`src/rtl/mmp_pkg.sv`:
```
// ----------------------------------------------------------------------------
// mmp_pkg
// Shared types, constants and the microcode table of the 128-bit
// preinverse modular multiplier.
// ----------------------------------------------------------------------------
package mmp_pkg;

  // Field and datapath widths
  localparam int unsigned LimbW    = 64;
  localparam int unsigned WideW    = 128;
  localparam int unsigned DigitW   = 32;
  localparam int unsigned ProdW    = 2 * DigitW;
  localparam int unsigned AccW     = 256;
  localparam int unsigned RemW     = 192;
  localparam int unsigned ShiftW   = 6;
  localparam int unsigned StepW    = 6;
  localparam int unsigned AddrW    = 6;
  localparam int unsigned CfgDataW = 64;

  localparam int unsigned MaxCorrDefault = 4;

  // Register map, indexed by paddr[5:3]
  typedef enum logic [2:0] {
    REG_MOD_LO = 3'd0,
    REG_MOD_HI = 3'd1,
    REG_INV_LO = 3'd2,
    REG_INV_HI = 3'd3,
    REG_SHIFT  = 3'd4
  } reg_idx_e;

  // Microcode operations
  typedef enum logic [2:0] {
    OP_MAC   = 3'd0,  // multiply one digit pair, accumulate
    OP_NOP   = 3'd1,  // let the last product land in the accumulator
    OP_SAVEP = 3'd2,  // product a*b to p, clear accumulator
    OP_SETQ  = 3'd3,  // quotient estimate from accumulator and p
    OP_SUBR  = 3'd4,  // r = p - q*d over 192 bits
    OP_CORR  = 3'd5,  // subtract modulus while carry limb is nonzero
    OP_FIX   = 3'd6,  // final compare and subtract
    OP_OUT   = 3'd7   // shift back and load the result register
  } op_e;

  // Operand pair for OP_MAC
  typedef enum logic [1:0] {
    SRC_AB = 2'd0,    // a digit times b digit
    SRC_PI = 2'd1,    // top product digit times inverse digit
    SRC_QD = 2'd2     // quotient digit times modulus digit
  } src_e;

  typedef struct packed {
    op_e              op;
    src_e             src;
    logic [1:0]       xi;
    logic [1:0]       yj;
    logic [StepW-1:0] tgt;
  } uword_t;

  typedef struct packed {
    logic       load_in;
    op_e        op;
    src_e       src;
    logic [1:0] xi;
    logic [1:0] yj;
    logic       fire;
  } dp_ctrl_t;

  typedef struct packed {
    logic carry_nz;
  } dp_stat_t;

  typedef struct packed {
    logic [WideW-1:0]  modulus;
    logic [WideW-1:0]  inverse;
    logic [ShiftW-1:0] shift;
  } cfg_t;

  // Program layout
  localparam logic [StepW-1:0] MulLen  = 6'd16;
  localparam logic [StepW-1:0] PcMulAb = 6'd0;
  localparam logic [StepW-1:0] PcNopAb = 6'd16;
  localparam logic [StepW-1:0] PcSaveP = 6'd17;
  localparam logic [StepW-1:0] PcMulPi = 6'd18;
  localparam logic [StepW-1:0] PcNopPi = 6'd34;
  localparam logic [StepW-1:0] PcSetQ  = 6'd35;
  localparam logic [StepW-1:0] PcMulQd = 6'd36;
  localparam logic [StepW-1:0] PcNopQd = 6'd52;
  localparam logic [StepW-1:0] PcSubR  = 6'd53;
  localparam logic [StepW-1:0] PcCorr  = 6'd54;
  localparam logic [StepW-1:0] PcFix   = 6'd55;
  localparam logic [StepW-1:0] PcOut   = 6'd56;

  // Microcode ROM: one control word per step
  function automatic uword_t ucode_rom(input logic [StepW-1:0] pc);
    uword_t           w;
    logic [StepW-1:0] k;
    w     = '0;
    w.op  = OP_NOP;
    w.src = SRC_AB;
    k     = '0;
    if (pc < PcMulAb + MulLen) begin
      k     = pc - PcMulAb;
      w.op  = OP_MAC;
      w.src = SRC_AB;
    end else if (pc >= PcMulPi && pc < PcMulPi + MulLen) begin
      k     = pc - PcMulPi;
      w.op  = OP_MAC;
      w.src = SRC_PI;
    end else if (pc >= PcMulQd && pc < PcMulQd + MulLen) begin
      k     = pc - PcMulQd;
      w.op  = OP_MAC;
      w.src = SRC_QD;
    end else if (pc == PcNopAb || pc == PcNopPi || pc == PcNopQd) begin
      w.op = OP_NOP;
    end else if (pc == PcSaveP) begin
      w.op = OP_SAVEP;
    end else if (pc == PcSetQ) begin
      w.op = OP_SETQ;
    end else if (pc == PcSubR) begin
      w.op = OP_SUBR;
    end else if (pc == PcCorr) begin
      w.op  = OP_CORR;
      w.tgt = PcCorr;
    end else if (pc == PcFix) begin
      w.op = OP_FIX;
    end else begin
      w.op = OP_OUT;
    end
    w.xi = k[3:2];
    w.yj = k[1:0];
    return w;
  endfunction

endpackage

```
`src/rtl/mmp_cfg.sv`:
```
// ----------------------------------------------------------------------------
// mmp_cfg
// APB register file: modulus, inverse and normalization shift.
// ----------------------------------------------------------------------------
module mmp_cfg (
  input  logic                          clk_i,
  input  logic                          rst_ni,
  input  logic                          psel,
  input  logic                          penable,
  input  logic                          pwrite,
  input  logic [mmp_pkg::AddrW-1:0]     paddr,
  input  logic [mmp_pkg::CfgDataW-1:0]  pwdata,
  output logic [mmp_pkg::CfgDataW-1:0]  prdata,
  output logic                          pready,
  output mmp_pkg::cfg_t                 cfg_o
);
  import mmp_pkg::*;

  logic [LimbW-1:0]  mod_lo_q, mod_hi_q, inv_lo_q, inv_hi_q;
  logic [ShiftW-1:0] shift_q;
  reg_idx_e          idx;
  logic              wr_en;

  assign pready = 1'b1;
  assign idx    = reg_idx_e'(paddr[AddrW-1:3]);
  assign wr_en  = psel & penable & pwrite;

  // Write on the access phase
  always_ff @(posedge clk_i or negedge rst_ni) begin
    if (!rst_ni) begin
      mod_lo_q <= '0;
      mod_hi_q <= {1'b1, {(LimbW-1){1'b0}}};
      inv_lo_q <= '0;
      inv_hi_q <= '0;
      shift_q  <= '0;
    end else if (wr_en) begin
      unique case (idx)
        REG_MOD_LO: mod_lo_q <= pwdata;
        REG_MOD_HI: mod_hi_q <= pwdata;
        REG_INV_LO: inv_lo_q <= pwdata;
        REG_INV_HI: inv_hi_q <= pwdata;
        REG_SHIFT:  shift_q  <= pwdata[ShiftW-1:0];
        default: ;
      endcase
    end
  end

  // Read back
  always_comb begin
    unique case (idx)
      REG_MOD_LO: prdata = mod_lo_q;
      REG_MOD_HI: prdata = mod_hi_q;
      REG_INV_LO: prdata = inv_lo_q;
      REG_INV_HI: prdata = inv_hi_q;
      REG_SHIFT:  prdata = {{(CfgDataW-ShiftW){1'b0}}, shift_q};
      default:    prdata = '0;
    endcase
  end

  assign cfg_o.modulus = {mod_hi_q, mod_lo_q};
  assign cfg_o.inverse = {inv_hi_q, inv_lo_q};
  assign cfg_o.shift   = shift_q;

endmodule

```
`config.mk`:
```
export PLATFORM = sky130hd
export DESIGN_NAME = mmp_cfg
export DESIGN_NICKNAME = d
export VERILOG_FILES = /design/src/rtl/mmp_pkg.sv /design/src/rtl/mmp_cfg.sv
export SDC_FILE = /design/constraint.sdc
export NUM_CORES = 1
export LEC_CHECK = 0
export BUFFER_PORTS_ARGS = -buffer_cell sky130_fd_sc_hd__buf_4
export CAP_MARGIN = 20
export CORE_MARGIN = 4
export CORE_UTILIZATION = 45
export DETAILED_ROUTE_END_ITERATION = 8
export PLACE_DENSITY_LB_ADDON = 0.05
export SYNTH_ARGS = -nofsm -noshare
export SYNTH_HDL_FRONTEND = slang
export SYNTH_SLANG_ARGS = --single-unit
```
`constraint.sdc`:
```
create_clock -name clk_i -period 2.35 [get_ports clk_i]
set_clock_uncertainty 0.05 [all_clocks]
set_input_delay 0.235 -clock clk_i [delete_from_list [all_inputs] [get_ports clk_i]]
set_output_delay 0.235 -clock clk_i [all_outputs]
set_load 0.05 [all_outputs]
```
# ---- Word level (Yosys, flattened, before mapping)
# Cells that the tools add are included.
dict set report classes {
  n_eq_ne 4
  bitwise 2
  muxes 1
  reduce_logical 6
}
# cell n
set ops {}
lappend ops {{case mux 64 bit (5 select lines)} 1}
lappend ops {{AND reduction 2 bit} 5}
lappend ops {{== test 3 x 2 -> 1 bit, second input constant} 2}
lappend ops {{== test 3 x 1 -> 1 bit, second input constant} 1}
lappend ops {{== test 3 bit, second input constant} 1}
lappend ops {{logical NOT 3 bit} 1}
lappend ops {{AND 1 bit} 2}
dict set report word_totals {
  output_inout_bits 327
  word_cells 18
  regBits 262
}

# ---- Longest topological paths before layout
dict set report logic_depth {
  depth_word 3
  depth_mapped 6
}

# ---- Worst setup path after synthesis
# Ideal clock, no wire load.
dict set report synth_timing {
  kind {input-to-output}
  start {in paddr[4] (netlist name)}
  end {out prdata[0] (netlist name)}
  slack_ps 102
  path_stages 6
  required_ps 2065
  arrival_time_ps 1963
  cell_sequence {buf_2 buf_2 buf_2 buf_1 a21oi_1 o22ai_1}
}
dict set report synth_between {
  elab_chain_cells 2
  word_cells_on_any_way 6
  classes_between {4 x eq/ne; 1 x mux; 1 x reduce/logical}
}
# element line_no
set synth_rtl {}
lappend synth_rtl {{start, declared} mmp_cfg.sv:11} ;# input logic [mmp_pkg::AddrW-1:0] paddr,
lappend synth_rtl {{== test 3 bit, or another cell as far along} mmp_cfg.sv:50} ;# unique case (idx)
lappend synth_rtl {{case mux 64 bit (5 select lines) (*)} mmp_cfg.sv:50}
lappend synth_rtl {{end, declared} mmp_cfg.sv:13} ;# output logic [mmp_pkg::CfgDataW-1:0] prdata,
# Mark *: on every way between the ends. The rest lies on a longest branch, timed or not.

# ---- Worst setup path in the final report
dict set report layout_timing {
  start {reg mod_lo_q[38]}
  end {out prdata[38] (netlist name)}
}
dict set report layout_between {
  elab_chain_cells 1
}
# element line_no
set layout_rtl {}
lappend layout_rtl {{start, declared} mmp_cfg.sv:19} ;# logic [LimbW-1:0] mod_lo_q, mod_hi_q, inv_lo_q, inv_hi_q;
lappend layout_rtl {{start signal, assigned} mmp_cfg.sv:38} ;# REG_MOD_LO: mod_lo_q <= pwdata;
lappend layout_rtl {{case mux 64 bit (5 select lines)} mmp_cfg.sv:50}
# Every way passes these cells.

==> impl_metrics.ini <==
[grt]
grt-ovfl-total = 0
grt_usage_pct = 23.0
met1_usage_pct = 30.4
antenna_found_initial = 0
grt_start_max_net_pins = 76
grt_pass1_vias = 8756
top_usage_layer = met2
grt_pass1_wl_um = 52900
grt_util_met2_pct = 38.6
grtUsageMet3_pct = 5.40

[yosys]
synth.net_count = 808
syn_area_per_cell_um2 = 16.4
ys_types = 24
syn_area_um2 = 12000
ys_seq_area_share_pct = 54.4
ys_ff_latch = 262
ys_warn_count = 0
synthCells = 733

[setup_path]
cp_max_fo = 3
path_class = reg -> out
worstPathRequired_ns = 2.07
arrival_ns = 1.81
critPathLaunchType = flop
cp_slowest_cell = mux4_2
crit_path_end_kind = primary output
critical-path-top-delay-family = multiplexers
cp.buffers_inverters = 1
crit_path_cell_trace = mux4_2 > nor2b_1 > buf_4
critical-path-max-stage-delay_ns = 0.50

[detailed_routing]
drt-total-wl_um = 34800
antenna_left = 0
drc_errors = 0
dr.pass1.iters = 4
vias_per_cell = 5.30
drt-initial-drc-count = 412
wire_per_inst_um = 22.4
via_count = 8234

[placed_design]
dp_hpwl_um = 24000
place_congestion = 0.775
dpl.cell_count = 1438
dp_slack_ns = 0.391
numPortBuffers = 397
dpl-instance-area_um2 = 15500

[layout]
antennaDiodeCount = 0
layout-drive-gt1-share_pct = 65.7
area_delta_synth_final_pct = 42.1
fin_util_pct = 65.3
instances_no_fill = 1554
stdcell_area_um2 = 17100
finalNetCount = 1274

[floorplan]
dieArea_um2 = 29500
rows = 59
die-height_um = 172
coreArea_um2 = 26200
die_x_um = 172
start_util_pct = 46.0
pin_count = 402

[sta]
slew_viol_final = 0
relSlewSlack_pct = 51.9
post-route-period-util_pct = 89.0
fin_crit_ns = 2.09
fin_hold_ws_ns = 0.185
worstMarginPinSlew_ns = 0.722
rsz0062_at_grt = false
tns_ns = 0
setup_viol = 0
hold_viol = 0
fin_ws_ns = 0.258
timing.fmax_mhz = 478

[clock_tree]
cts-root-buf = clkbuf_16
cts.path.max_buffers = 3
clock_sinks = 262
htreeDepth = 1
cts_buffers = 29
cts_resized = 0
clkTransAtPathRegs_ns = 0.06
cts_tree = done
clk_latency_ns = 0.53

[power]
power.total_mw = 18.3
leakagePower_nw = 8.38
power.density_nw_per_um2 = 1070
max-vdd-ir-drop_uv = 644

[outcome]
status = complete, no violations

[run]
drv_cap = 0

[worst_hold_path]
worstHoldPathType = in -> reg
[cell type report]
| cell class | instances | area [um2] |
|---|---|---|
| clock buffers | 37 | 836 |
| clock inverters | 14 | 124 |
| fillers | 2022 | 9090 |
| multi-input cells | 419 | 5180 |
| flip-flops and latches | 262 | 6560 |
| well taps | 335 | 419 |
| repair buffers | 487 | 4000 |
[worst min-delay path: cells and delay by family]
kind	cells	cell delay [ns]
multiplexers	1	0.22
AND/OR/NAND/NOR	2	0.16
buffers and inverters	1	0.12
[metal layers]
layer / wire (um) / up-vias / part of all wire, %
met5: 0 / - / 0
met3: 2560 / 54 / 7.4
met4: 898 / 0 / 2.6
met1: 14500 / 4229 / 42
li1: - / 3639 / -
met2: 16800 / 312 / 48
[sequential cells by signal, summed over array words and instances (netlist names)]
register and flops:
mod_hi_q 64, inv_lo_q 64, inv_hi_q 64, shift_q 6
mod_lo_q 64
[path summary, 6_finish.rpt]
| check | slack, ns | depth (start not counted) | from | endpoint |
|---|---|---|---|---|
| max | 0.26 | 3 | mod_lo_q[38] | prdata[38] |
| min reg2reg | 0.46 | 1 | inv_hi_q[13] | inv_hi_q[13] |
| min in group asynchronous | 0.23 | 2 | rst_ni | mod_hi_q[37] |
| max reg2reg | 1.46 | 1 | shift_q[0] | shift_q[0] |
| max in group asynchronous | 1.27 | 3 | rst_ni | inv_hi_q[6] |
| min | 0.19 | 4 | penable | shift_q[0] |
[repair_timing]
item | CTS | global route
hold buffers | 65 | 0
buffers inserted | 0 | 0
hold endpoints to repair | 330 | 0
[placed cells by master, fill, tap and decap left out, drive strengths merged, types with 2 or more instances in the layout]
| cell type | synthesis | routed |
|---|---|---|
| buf | 41 | 422 |
| bufinv | 0 | 2 |
| a21oi | 6 | 6 |
| clkbuf | 11 | 37 |
| dfrtp | 261 | 261 |
| nor2b | 59 | 59 |
| dlygate4sd3 | 0 | 65 |
| mux2 | 268 | 268 |
| mux4 | 58 | 58 |
| a22oi | 6 | 6 |
| clkinv | 0 | 12 |
| o22ai | 6 | 6 |
| nor3b | 9 | 9 |
[cell families (layout without fill, tap and decap cells)]
logic type | count (synthesis) | in the layout | synth area share [%]
DFF | 262 | 262 | 54.4
and+or+nand+nor | 74 | 74 | 4.10
muxes | 326 | 326 | 37.8
AOI/OAI and AO/OA | 18 | 18 | 0.935
buffers and inverters | 52 | 538 | 2.74
other | 1 | 1 | 0.0311
[where the power goes]
group          switching, mW  leakage, nW  total [mW]  internal, mW
combinational           4.88         4.54        7.58          2.70
sequential             0.766         3.35        6.17          5.40
clock                   1.83        0.490        4.53          2.71
total                   7.47         8.38        18.3          10.8
[synthesized netlist by cell type (all sizes together)]
cell type	count	share of area, %
mux2	268	27
dfrtp	261	54
nor2b	59	3.1
mux4	58	11
buf	41	2.4
clkbuf	11	0.34
nor3b	9	0.60
a21oi	6	0.25
a22oi	6	0.37
o22ai	6	0.31
and2b	1	0.062
conb	1	0.031
dfstp	1	0.22
nand2	1	0.031
nand3	1	0.042
nand4b	1	0.20
nor2	1	0.052
or3	1	0.052
Note: power is estimated with default switching activity, not from simulation.
