### src/rtl/mmp_pkg.sv
// ----------------------------------------------------------------------------
// mmp_pkg
// Shared types, constants and the microcode table of the 128-bit
// preinverse modular multiplier.
// ----------------------------------------------------------------------------
package mmp_pkg;

  // Field and datapath widths
  localparam int unsigned LimbW    = 64;
  localparam int unsigned WideW    = 128;
  localparam int unsigned DigitW   = 32;
  localparam int unsigned ProdW    = 2 * DigitW;
  localparam int unsigned AccW     = 256;
  localparam int unsigned RemW     = 192;
  localparam int unsigned ShiftW   = 6;
  localparam int unsigned StepW    = 6;
  localparam int unsigned AddrW    = 6;
  localparam int unsigned CfgDataW = 64;

  localparam int unsigned MaxCorrDefault = 4;

  // Register map, indexed by paddr[5:3]
  typedef enum logic [2:0] {
    REG_MOD_LO = 3'd0,
    REG_MOD_HI = 3'd1,
    REG_INV_LO = 3'd2,
    REG_INV_HI = 3'd3,
    REG_SHIFT  = 3'd4
  } reg_idx_e;

  // Microcode operations
  typedef enum logic [2:0] {
    OP_MAC   = 3'd0,  // multiply one digit pair, accumulate
    OP_NOP   = 3'd1,  // let the last product land in the accumulator
    OP_SAVEP = 3'd2,  // product a*b to p, clear accumulator
    OP_SETQ  = 3'd3,  // quotient estimate from accumulator and p
    OP_SUBR  = 3'd4,  // r = p - q*d over 192 bits
    OP_CORR  = 3'd5,  // subtract modulus while carry limb is nonzero
    OP_FIX   = 3'd6,  // final compare and subtract
    OP_OUT   = 3'd7   // shift back and load the result register
  } op_e;

  // Operand pair for OP_MAC
  typedef enum logic [1:0] {
    SRC_AB = 2'd0,    // a digit times b digit
    SRC_PI = 2'd1,    // top product digit times inverse digit
    SRC_QD = 2'd2     // quotient digit times modulus digit
  } src_e;

  typedef struct packed {
    op_e              op;
    src_e             src;
    logic [1:0]       xi;
    logic [1:0]       yj;
    logic [StepW-1:0] tgt;
  } uword_t;

  typedef struct packed {
    logic       load_in;
    op_e        op;
    src_e       src;
    logic [1:0] xi;
    logic [1:0] yj;
    logic       fire;
  } dp_ctrl_t;

  typedef struct packed {
    logic carry_nz;
  } dp_stat_t;

  typedef struct packed {
    logic [WideW-1:0]  modulus;
    logic [WideW-1:0]  inverse;
    logic [ShiftW-1:0] shift;
  } cfg_t;

  // Program layout
  localparam logic [StepW-1:0] MulLen  = 6'd16;
  localparam logic [StepW-1:0] PcMulAb = 6'd0;
  localparam logic [StepW-1:0] PcNopAb = 6'd16;
  localparam logic [StepW-1:0] PcSaveP = 6'd17;
  localparam logic [StepW-1:0] PcMulPi = 6'd18;
  localparam logic [StepW-1:0] PcNopPi = 6'd34;
  localparam logic [StepW-1:0] PcSetQ  = 6'd35;
  localparam logic [StepW-1:0] PcMulQd = 6'd36;
  localparam logic [StepW-1:0] PcNopQd = 6'd52;
  localparam logic [StepW-1:0] PcSubR  = 6'd53;
  localparam logic [StepW-1:0] PcCorr  = 6'd54;
  localparam logic [StepW-1:0] PcFix   = 6'd55;
  localparam logic [StepW-1:0] PcOut   = 6'd56;

  // Microcode ROM: one control word per step
  function automatic uword_t ucode_rom(input logic [StepW-1:0] pc);
    uword_t           w;
    logic [StepW-1:0] k;
    w     = '0;
    w.op  = OP_NOP;
    w.src = SRC_AB;
    k     = '0;
    if (pc < PcMulAb + MulLen) begin
      k     = pc - PcMulAb;
      w.op  = OP_MAC;
      w.src = SRC_AB;
    end else if (pc >= PcMulPi && pc < PcMulPi + MulLen) begin
      k     = pc - PcMulPi;
      w.op  = OP_MAC;
      w.src = SRC_PI;
    end else if (pc >= PcMulQd && pc < PcMulQd + MulLen) begin
      k     = pc - PcMulQd;
      w.op  = OP_MAC;
      w.src = SRC_QD;
    end else if (pc == PcNopAb || pc == PcNopPi || pc == PcNopQd) begin
      w.op = OP_NOP;
    end else if (pc == PcSaveP) begin
      w.op = OP_SAVEP;
    end else if (pc == PcSetQ) begin
      w.op = OP_SETQ;
    end else if (pc == PcSubR) begin
      w.op = OP_SUBR;
    end else if (pc == PcCorr) begin
      w.op  = OP_CORR;
      w.tgt = PcCorr;
    end else if (pc == PcFix) begin
      w.op = OP_FIX;
    end else begin
      w.op = OP_OUT;
    end
    w.xi = k[3:2];
    w.yj = k[1:0];
    return w;
  endfunction

endpackage

### src/rtl/mmp_seq.sv
// ----------------------------------------------------------------------------
// mmp_seq
// Microcode sequencer: step counter, control ROM, correction loop counter
// and the input/output handshakes.
// ----------------------------------------------------------------------------
module mmp_seq #(
  parameter int unsigned MAX_CORRECTIONS = mmp_pkg::MaxCorrDefault
) (
  input  logic                clk_i,
  input  logic                rst_ni,
  input  logic                in_valid_i,
  output logic                in_ready_o,
  output logic                out_valid_o,
  input  logic                out_ready_i,
  input  mmp_pkg::dp_stat_t   stat_i,
  output mmp_pkg::dp_ctrl_t   ctrl_o
);
  import mmp_pkg::*;

  localparam int unsigned     CntW = $clog2(MAX_CORRECTIONS + 1);
  localparam logic [CntW-1:0] NMax = CntW'(MAX_CORRECTIONS);

  logic             busy_q, busy_d;
  logic             oval_q, oval_d;
  logic [StepW-1:0] step_q, step_d;
  logic [CntW-1:0]  corr_q, corr_d;
  uword_t           word;
  logic             accept;

  assign word        = ucode_rom(step_q);
  assign in_ready_o  = ~busy_q;
  assign accept      = in_valid_i & ~busy_q;
  assign out_valid_o = oval_q;

  // Step through the program; loop on the correction step
  always_comb begin
    busy_d = busy_q;
    oval_d = oval_q;
    step_d = step_q;
    corr_d = corr_q;

    ctrl_o.load_in = accept;
    ctrl_o.op      = busy_q ? word.op : OP_NOP;
    ctrl_o.src     = word.src;
    ctrl_o.xi      = word.xi;
    ctrl_o.yj      = word.yj;
    ctrl_o.fire    = 1'b0;

    // drop the result once transferred
    if (oval_q && out_ready_i) begin
      oval_d = 1'b0;
    end

    if (busy_q) begin
      unique case (word.op)
        OP_CORR: begin
          if (stat_i.carry_nz && corr_q != NMax) begin
            ctrl_o.fire = 1'b1;
            corr_d      = corr_q + 1'b1;
            step_d      = word.tgt;
          end else begin
            step_d = step_q + 1'b1;
          end
        end
        OP_OUT: begin
          // hold until the result register is free
          if (!oval_q || out_ready_i) begin
            ctrl_o.fire = 1'b1;
            oval_d      = 1'b1;
            busy_d      = 1'b0;
          end
        end
        default: step_d = step_q + 1'b1;
      endcase
    end else if (accept) begin
      busy_d = 1'b1;
      step_d = '0;
      corr_d = '0;
    end
  end

  always_ff @(posedge clk_i or negedge rst_ni) begin
    if (!rst_ni) begin
      busy_q <= 1'b0;
      oval_q <= 1'b0;
      step_q <= '0;
      corr_q <= '0;
    end else begin
      busy_q <= busy_d;
      oval_q <= oval_d;
      step_q <= step_d;
      corr_q <= corr_d;
    end
  end

endmodule

### config.mk
export PLATFORM = sky130hd
export DESIGN_NAME = mmp_seq
export DESIGN_NICKNAME = d
export VERILOG_FILES = /design/src/rtl/mmp_pkg.sv /design/src/rtl/mmp_seq.sv
export SDC_FILE = /design/constraint.sdc
export NUM_CORES = 1
export LEC_CHECK = 0
export BUFFER_PORTS_ARGS = -buffer_cell sky130_fd_sc_hd__buf_2
export CAP_MARGIN = 20
export CORE_ASPECT_RATIO = 0.9
export CORE_MARGIN = 8
export CORE_UTILIZATION = 45
export CTS_BUF_LIST = sky130_fd_sc_hd__clkbuf_2
export DETAILED_ROUTE_END_ITERATION = 10
export PLACE_DENSITY_LB_ADDON = 0.3
export SYNTH_ARGS = -nofsm -noshare
export SYNTH_HDL_FRONTEND = slang
export SYNTH_SLANG_ARGS = --single-unit
### constraint.sdc
create_clock -name clk_i -period 2.2 [get_ports clk_i]
set_input_delay 0.22 -clock clk_i [delete_from_list [all_inputs] [get_ports clk_i]]
set_output_delay 0.22 -clock clk_i [all_outputs]
set_load 0.03 [all_outputs]
=== After elaboration in Yosys (flattened, before gate mapping) ===
Cells that the tools add are included.

* Word-level logic and storage cells: 82
* Output and inout bits: 13
* Input bits: 5
* Register bits after elaboration: 11

* Magnitude comparators: 5
* Reduce and logical (&&, ||, !) cells: 11
* Add/subtract/negate cells: 4
* Equal/unequal tests: 14
* Mux-type cells: 42
* Bitwise gates (word level): 2

{| class="wikitable"
|+ Operator list
! cell !! number
|-
| 2-to-1 mux 6 bit || 11
|-
| equality test 6 bit, second input constant || 6
|-
| 2-to-1 mux 3 bit || 9
|-
| equality test 6 x 5 -> 1 bit, second input constant || 2
|-
| less-than comparator 6 bit, second input constant || 2
|-
| 2-to-1 mux 1 bit || 12
|-
| 2-to-1 mux 4 bit || 3
|-
| one-hot mux 6 bit (2 select lines) || 1
|-
| 2-to-1 mux 5 bit || 2
|-
| adder 6 x 1 -> 6 bit, second input constant || 1
|-
| equality test 3 bit, second input constant || 2
|-
| >= comparator 6 x 5 -> 1 bit, second input constant || 1
|-
| >= comparator 6 bit, second input constant || 1
|-
| less-than comparator 6 x 5 -> 1 bit, second input constant || 1
|-
| 2-to-1 mux 2 bit || 3
|-
| logical AND 1 bit || 4
|-
| != test 2 x 1 -> 1 bit, second input constant || 2
|-
| subtractor 4 x 2 -> 4 bit, second input constant || 1
|-
| subtractor 4 x 3 -> 4 bit, second input constant || 1
|-
| adder 3 x 1 -> 3 bit, second input constant || 1
|-
| logical OR 1 bit || 3
|-
| != test 3 bit, second input constant || 1
|-
| AND reduction 3 bit || 1
|-
| != test 2 bit, second input constant || 1
|-
| other kinds (6) || 6
|}

=== Depth between registers and ports, before layout ===
* Word-level depth: 13
* Gate-level depth with buffers: 9

=== Worst setup path before layout ===
OpenSTA, ideal clock, no wires.

* Path type: register -> output
* From: reg step_q[2]
* To: out ctrl_o[9] in the netlist's numbering
* Stages on the path, launching flop included: 7
* Setup slack: -0.427 ns
* Arrival: 2.407 ns
* Cells stage by stage: dfrtp_1 -> inv_1 -> ha_1 -> nor2b_4 -> a31oi_2 -> and2_1 -> nor4b_1

{| class="wikitable"
|+ RTL lines
! what !! line !! text
|-
| start, declared || mmp_seq.sv:25 || <nowiki>logic [StepW-1:0] step_q, step_d;</nowiki>
|-
| start signal, assigned || mmp_seq.sv:91 || <nowiki>step_q <= step_d;</nowiki>
|-
| end, declared || mmp_seq.sv:16 || <nowiki>output mmp_pkg::dp_ctrl_t ctrl_o</nowiki>
|}

==> qor.txt <==
combined global-route utilization of all metal layers = 16.5%
distinct cell type count after synthesis = 60
min-delay worst type = in -> reg
nets in the synthesized netlist = 157
Worst path slowest cell = dfrtp_1
top cell type's share of synthesized area = 21.6%
Worst Reg-to-Reg Cells = 10
worst-path cell chain = inv_2 -> ha_4 -> and3_4 -> a31oi_4 -> a211o_2 -> or2_4 -> o21ai_4 -> buf_6
Finished Core Util = 67.5%
hpwl dp = 2740 microns
number of enable-type register cells in the synthesized netlist = 0
number of cells produced by synthesis = 139
placement row count = 18
Top-Level Pins = 18
number of failing hold endpoints at the final stage = 0
count of buffering cells on the critical path with inverters included = 2
Hold Path Cell Cnt = 3
number of warnings reported in the yosys synthesis log = 0
Flop pwr share = 13.8%
internal cell power = 1370 uW
cell accounting for the most synthesized area = dfrtp_1
number of sinks on the clock net = 11
startpoint type of the worst setup path = flip-flop
drt first pass iters = 6
highest clock frequency the design can meet = 405 MHz
WP data required = 1980 ps
Avg Synthesized Cell Area = 9.16 sq um
run status = complete, but fails checks
Final period util = 112%
clock network power share = 4.3%
most common flop cell mapped by yosys = dfrtp_1
CP peak stage delay = 420 ps
total detailed-routing wirelength = 4020 microns
DRC Markers = 0
setup ws final = -268 ps
layout cells sized above 1 = 54.1%
initial antenna violation count = 0
antenna cells = 0
antenna-violating nets left = 0
floorplan die height = 66.5 microns
initial DRC count = 181
via total after detailed routing = 1297
Worst IR Drop VDD = 802 uV
clock latency at the later pin of the worst-skew pair = 280 ps
clock tree from TritonCTS = done
worst slew slack as a fraction of its limit = 66.0%
die footprint = 0.00479 sq mm
fraction of registers with async set/reset = 100%
first-pass GRT wire length = 6300 microns
cell family with most CP delay = compound AO/OA/AOI/OAI gates
stages on the worst setup path = 8
Hold WS = 277 ps
part of the power in combinational logic = 82.0%
clock buffers created by TritonCTS = 3
flops & latches, synth = 11
IO buf count = 17
overall overflow remaining after global route = 0
setup violation total in the final timing report = 10
Total Neg Setup Slack = -1290 ps
starting density of the core = 46.7%
sequential cell area fraction in the yosys report = 21.6%
die extent in x = 72.1 microns
max-slew violation count = 0
cell chosen for the clock root = clkbuf_2
CP endpoint kind = output pin
LEAKAGE = 0.000828 uW
summed area of non-filler cells in the final layout = 0.00184 sq mm
power dissipated by switching net loads = 1440 uW
violated checks = setup timing
peak fanout along the critical path = 5
routability congestion estimate = 0.907
Core Box Area = 0.00273 sq mm
combined area of all synthesized cells = 0.00127 sq mm
startpoint-to-endpoint class of the critical path = reg -> out
average wire per standard cell = 17.9 microns
time the final worst path needs with I/O delays and setup = 2470 ps
setup repair after global routing missed its margin = yes
number of global-route vias before repair = 1323
number of max-cap violations = 0
transition at the pin with the smallest max-transition slack = 509 ps
NumNets Final = 204
via density per instance = 5.76
H-tree levels = 1
post-route clock skew = 5.20 ps
layout overhead on the synthesized area = 44.4%
maximum number of pins on one net before global-route repair = 16
most instantiated cells after synthesis = ha_1 (13), nand2_1 (13), dfrtp_1 (11), inv_1 (11), o21ai_0 (7)
clock slew at the register clock pins of the worst setup and hold paths = 120 ps
cell area power density = 1530 mW/mm^2
net switching share of the total power = 51.3%
cell types with the largest area share after synthesis = dfrtp_1 (22%), ha_1 (13%), nand2_1 (3.8%), buf_6 (3.5%), inv_1 (3.2%)
Clock Path Buffers = 2
data arrival at the endpoint of the critical path = 2250 ps
Placement Cell Area = 0.00155 sq mm
## metal layers
| layer | track usage (%) | wire length [microns] | share of wire, % | up-vias |
|---|---|---|---|---|
| met5 | 0 | 0 | 0 | - |
| met1 | 20.4 | 1750 | 43 | 627 |
| met2 | 27.8 | 1960 | 49 | 53 |
| met4 | 4.58 | 62 | 1.5 | 0 |
| li1 | - | - | - | 608 |
| met3 | 4.05 | 246 | 6.1 | 9 |
## path summary, 6_finish.rpt
check | end | slack, ps | start
max in group asynchronous | step_q[5]$_DFFE_PN0P_ | 1660 | rst_ni
hold / removal | busy_q$_DFF_PN0_ | 280 | out_ready_i
setup reg to reg | step_q[3]$_DFFE_PN0P_ | -20 | step_q[3]$_DFFE_PN0P_
setup / recovery | ctrl_o[0] | -270 | step_q[3]$_DFFE_PN0P_
hold reg to reg | corr_q[1]$_DFFE_PN0P_ | 560 | corr_q[1]$_DFFE_PN0P_
min in group asynchronous | corr_q[1]$_DFFE_PN0P_ | 320 | rst_ni
## registers in the layout, indices dropped and copies added, names as in the netlist
signal,cells
busy_q,1
corr_q,3
out_valid_o,1
step_q,6
## layout make-up
class,count,area (sq um)
clock buffer,3,15.0
clock inverter,1,5.00
fill,199,886
inverter,12,45.0
multi-input combinational,108,1060
sequential,11,277
tap,40,50.0
timing repair buffer,50,388
## layout by cell type (no fill, tap or decap), drive strengths merged, types with 2 or more instances in the layout
cell type	n
nand3	7
clkbuf	3
a211oi	2
dfrtp	11
a22o	2
clkinv	2
a32oi	2
a211o	2
o21bai	3
inv	11
a21oi	2
a31oi	3
o22ai	2
or2	2
nor2b	4
ha	13
o221ai	2
nand4b	2
nor4b	2
and3	3
o21ai	11
and3b	3
nor2	3
a32o	2
nand2	13
nand4	2
o21a	2
buf	49
## power by group through the flow
stage          combinational [uW]  clock (uW)  sequential [uW]
2_1_floorplan                1240           0              361
3_3_place_gp                 1730           0              372
3_5_place_dp                 1780           0              381
4_1_cts                      2140         122              380
5_1_grt                      2440         132              400
6_report                     2310         120              388
## worst register-to-register path: stages (launching register included)
cell      delay, ps
dfrtp_1         400
inv_2            90
ha_4            190
buf_4           140
nand4b_1        140
o221ai_4        150
buf_6           150
buf_4           120
a211oi_1        290
nand3_1         160
a32o_1          280
## through the flow
| stage | std cells | total power, uW | worst slack, ps |
|---|---|---|---|
| 2_1_floorplan | 139 | 1600 | -33.2 |
| 3_5_place_dp | 213 | 2160 | -15.1 |
| 6_report | 225 | 2810 | -268 |
| 3_3_place_gp | 213 | 2110 | 13.3 |
| 4_1_cts | 223 | 2640 | -223 |
| 5_1_grt | 225 | 2970 | -346 |
## logic make-up (layout without fill, tap and decap cells)
family / count (synthesis) / after routing / synth area share (%)
AND/OR/NAND/NOR: 50 / 50 / 25.0
AO/OA/AOI/OAI: 43 / 43 / 29.7
buffers and inverters: 20 / 66 / 9.23
adder cells (fa/ha/maj): 13 / 13 / 12.8
flip-flops: 11 / 11 / 21.6
XOR/XNOR: 1 / 1 / 0.688
multiplexers: 1 / 1 / 1.08
## timing repair
| item | 4_1_cts | 5_1_grt |
|---|---|---|
| setup buffers | 5 | 2 |
| hold endpoints to repair | 11 | 0 |
| resized for setup | 39 | 10 |
| pin swaps | 12 | 6 |
| endpoints found under the setup margin | 10 | 14 |
| hold buffers | 1 | 0 |
Power figures use the tool's default switching activity.
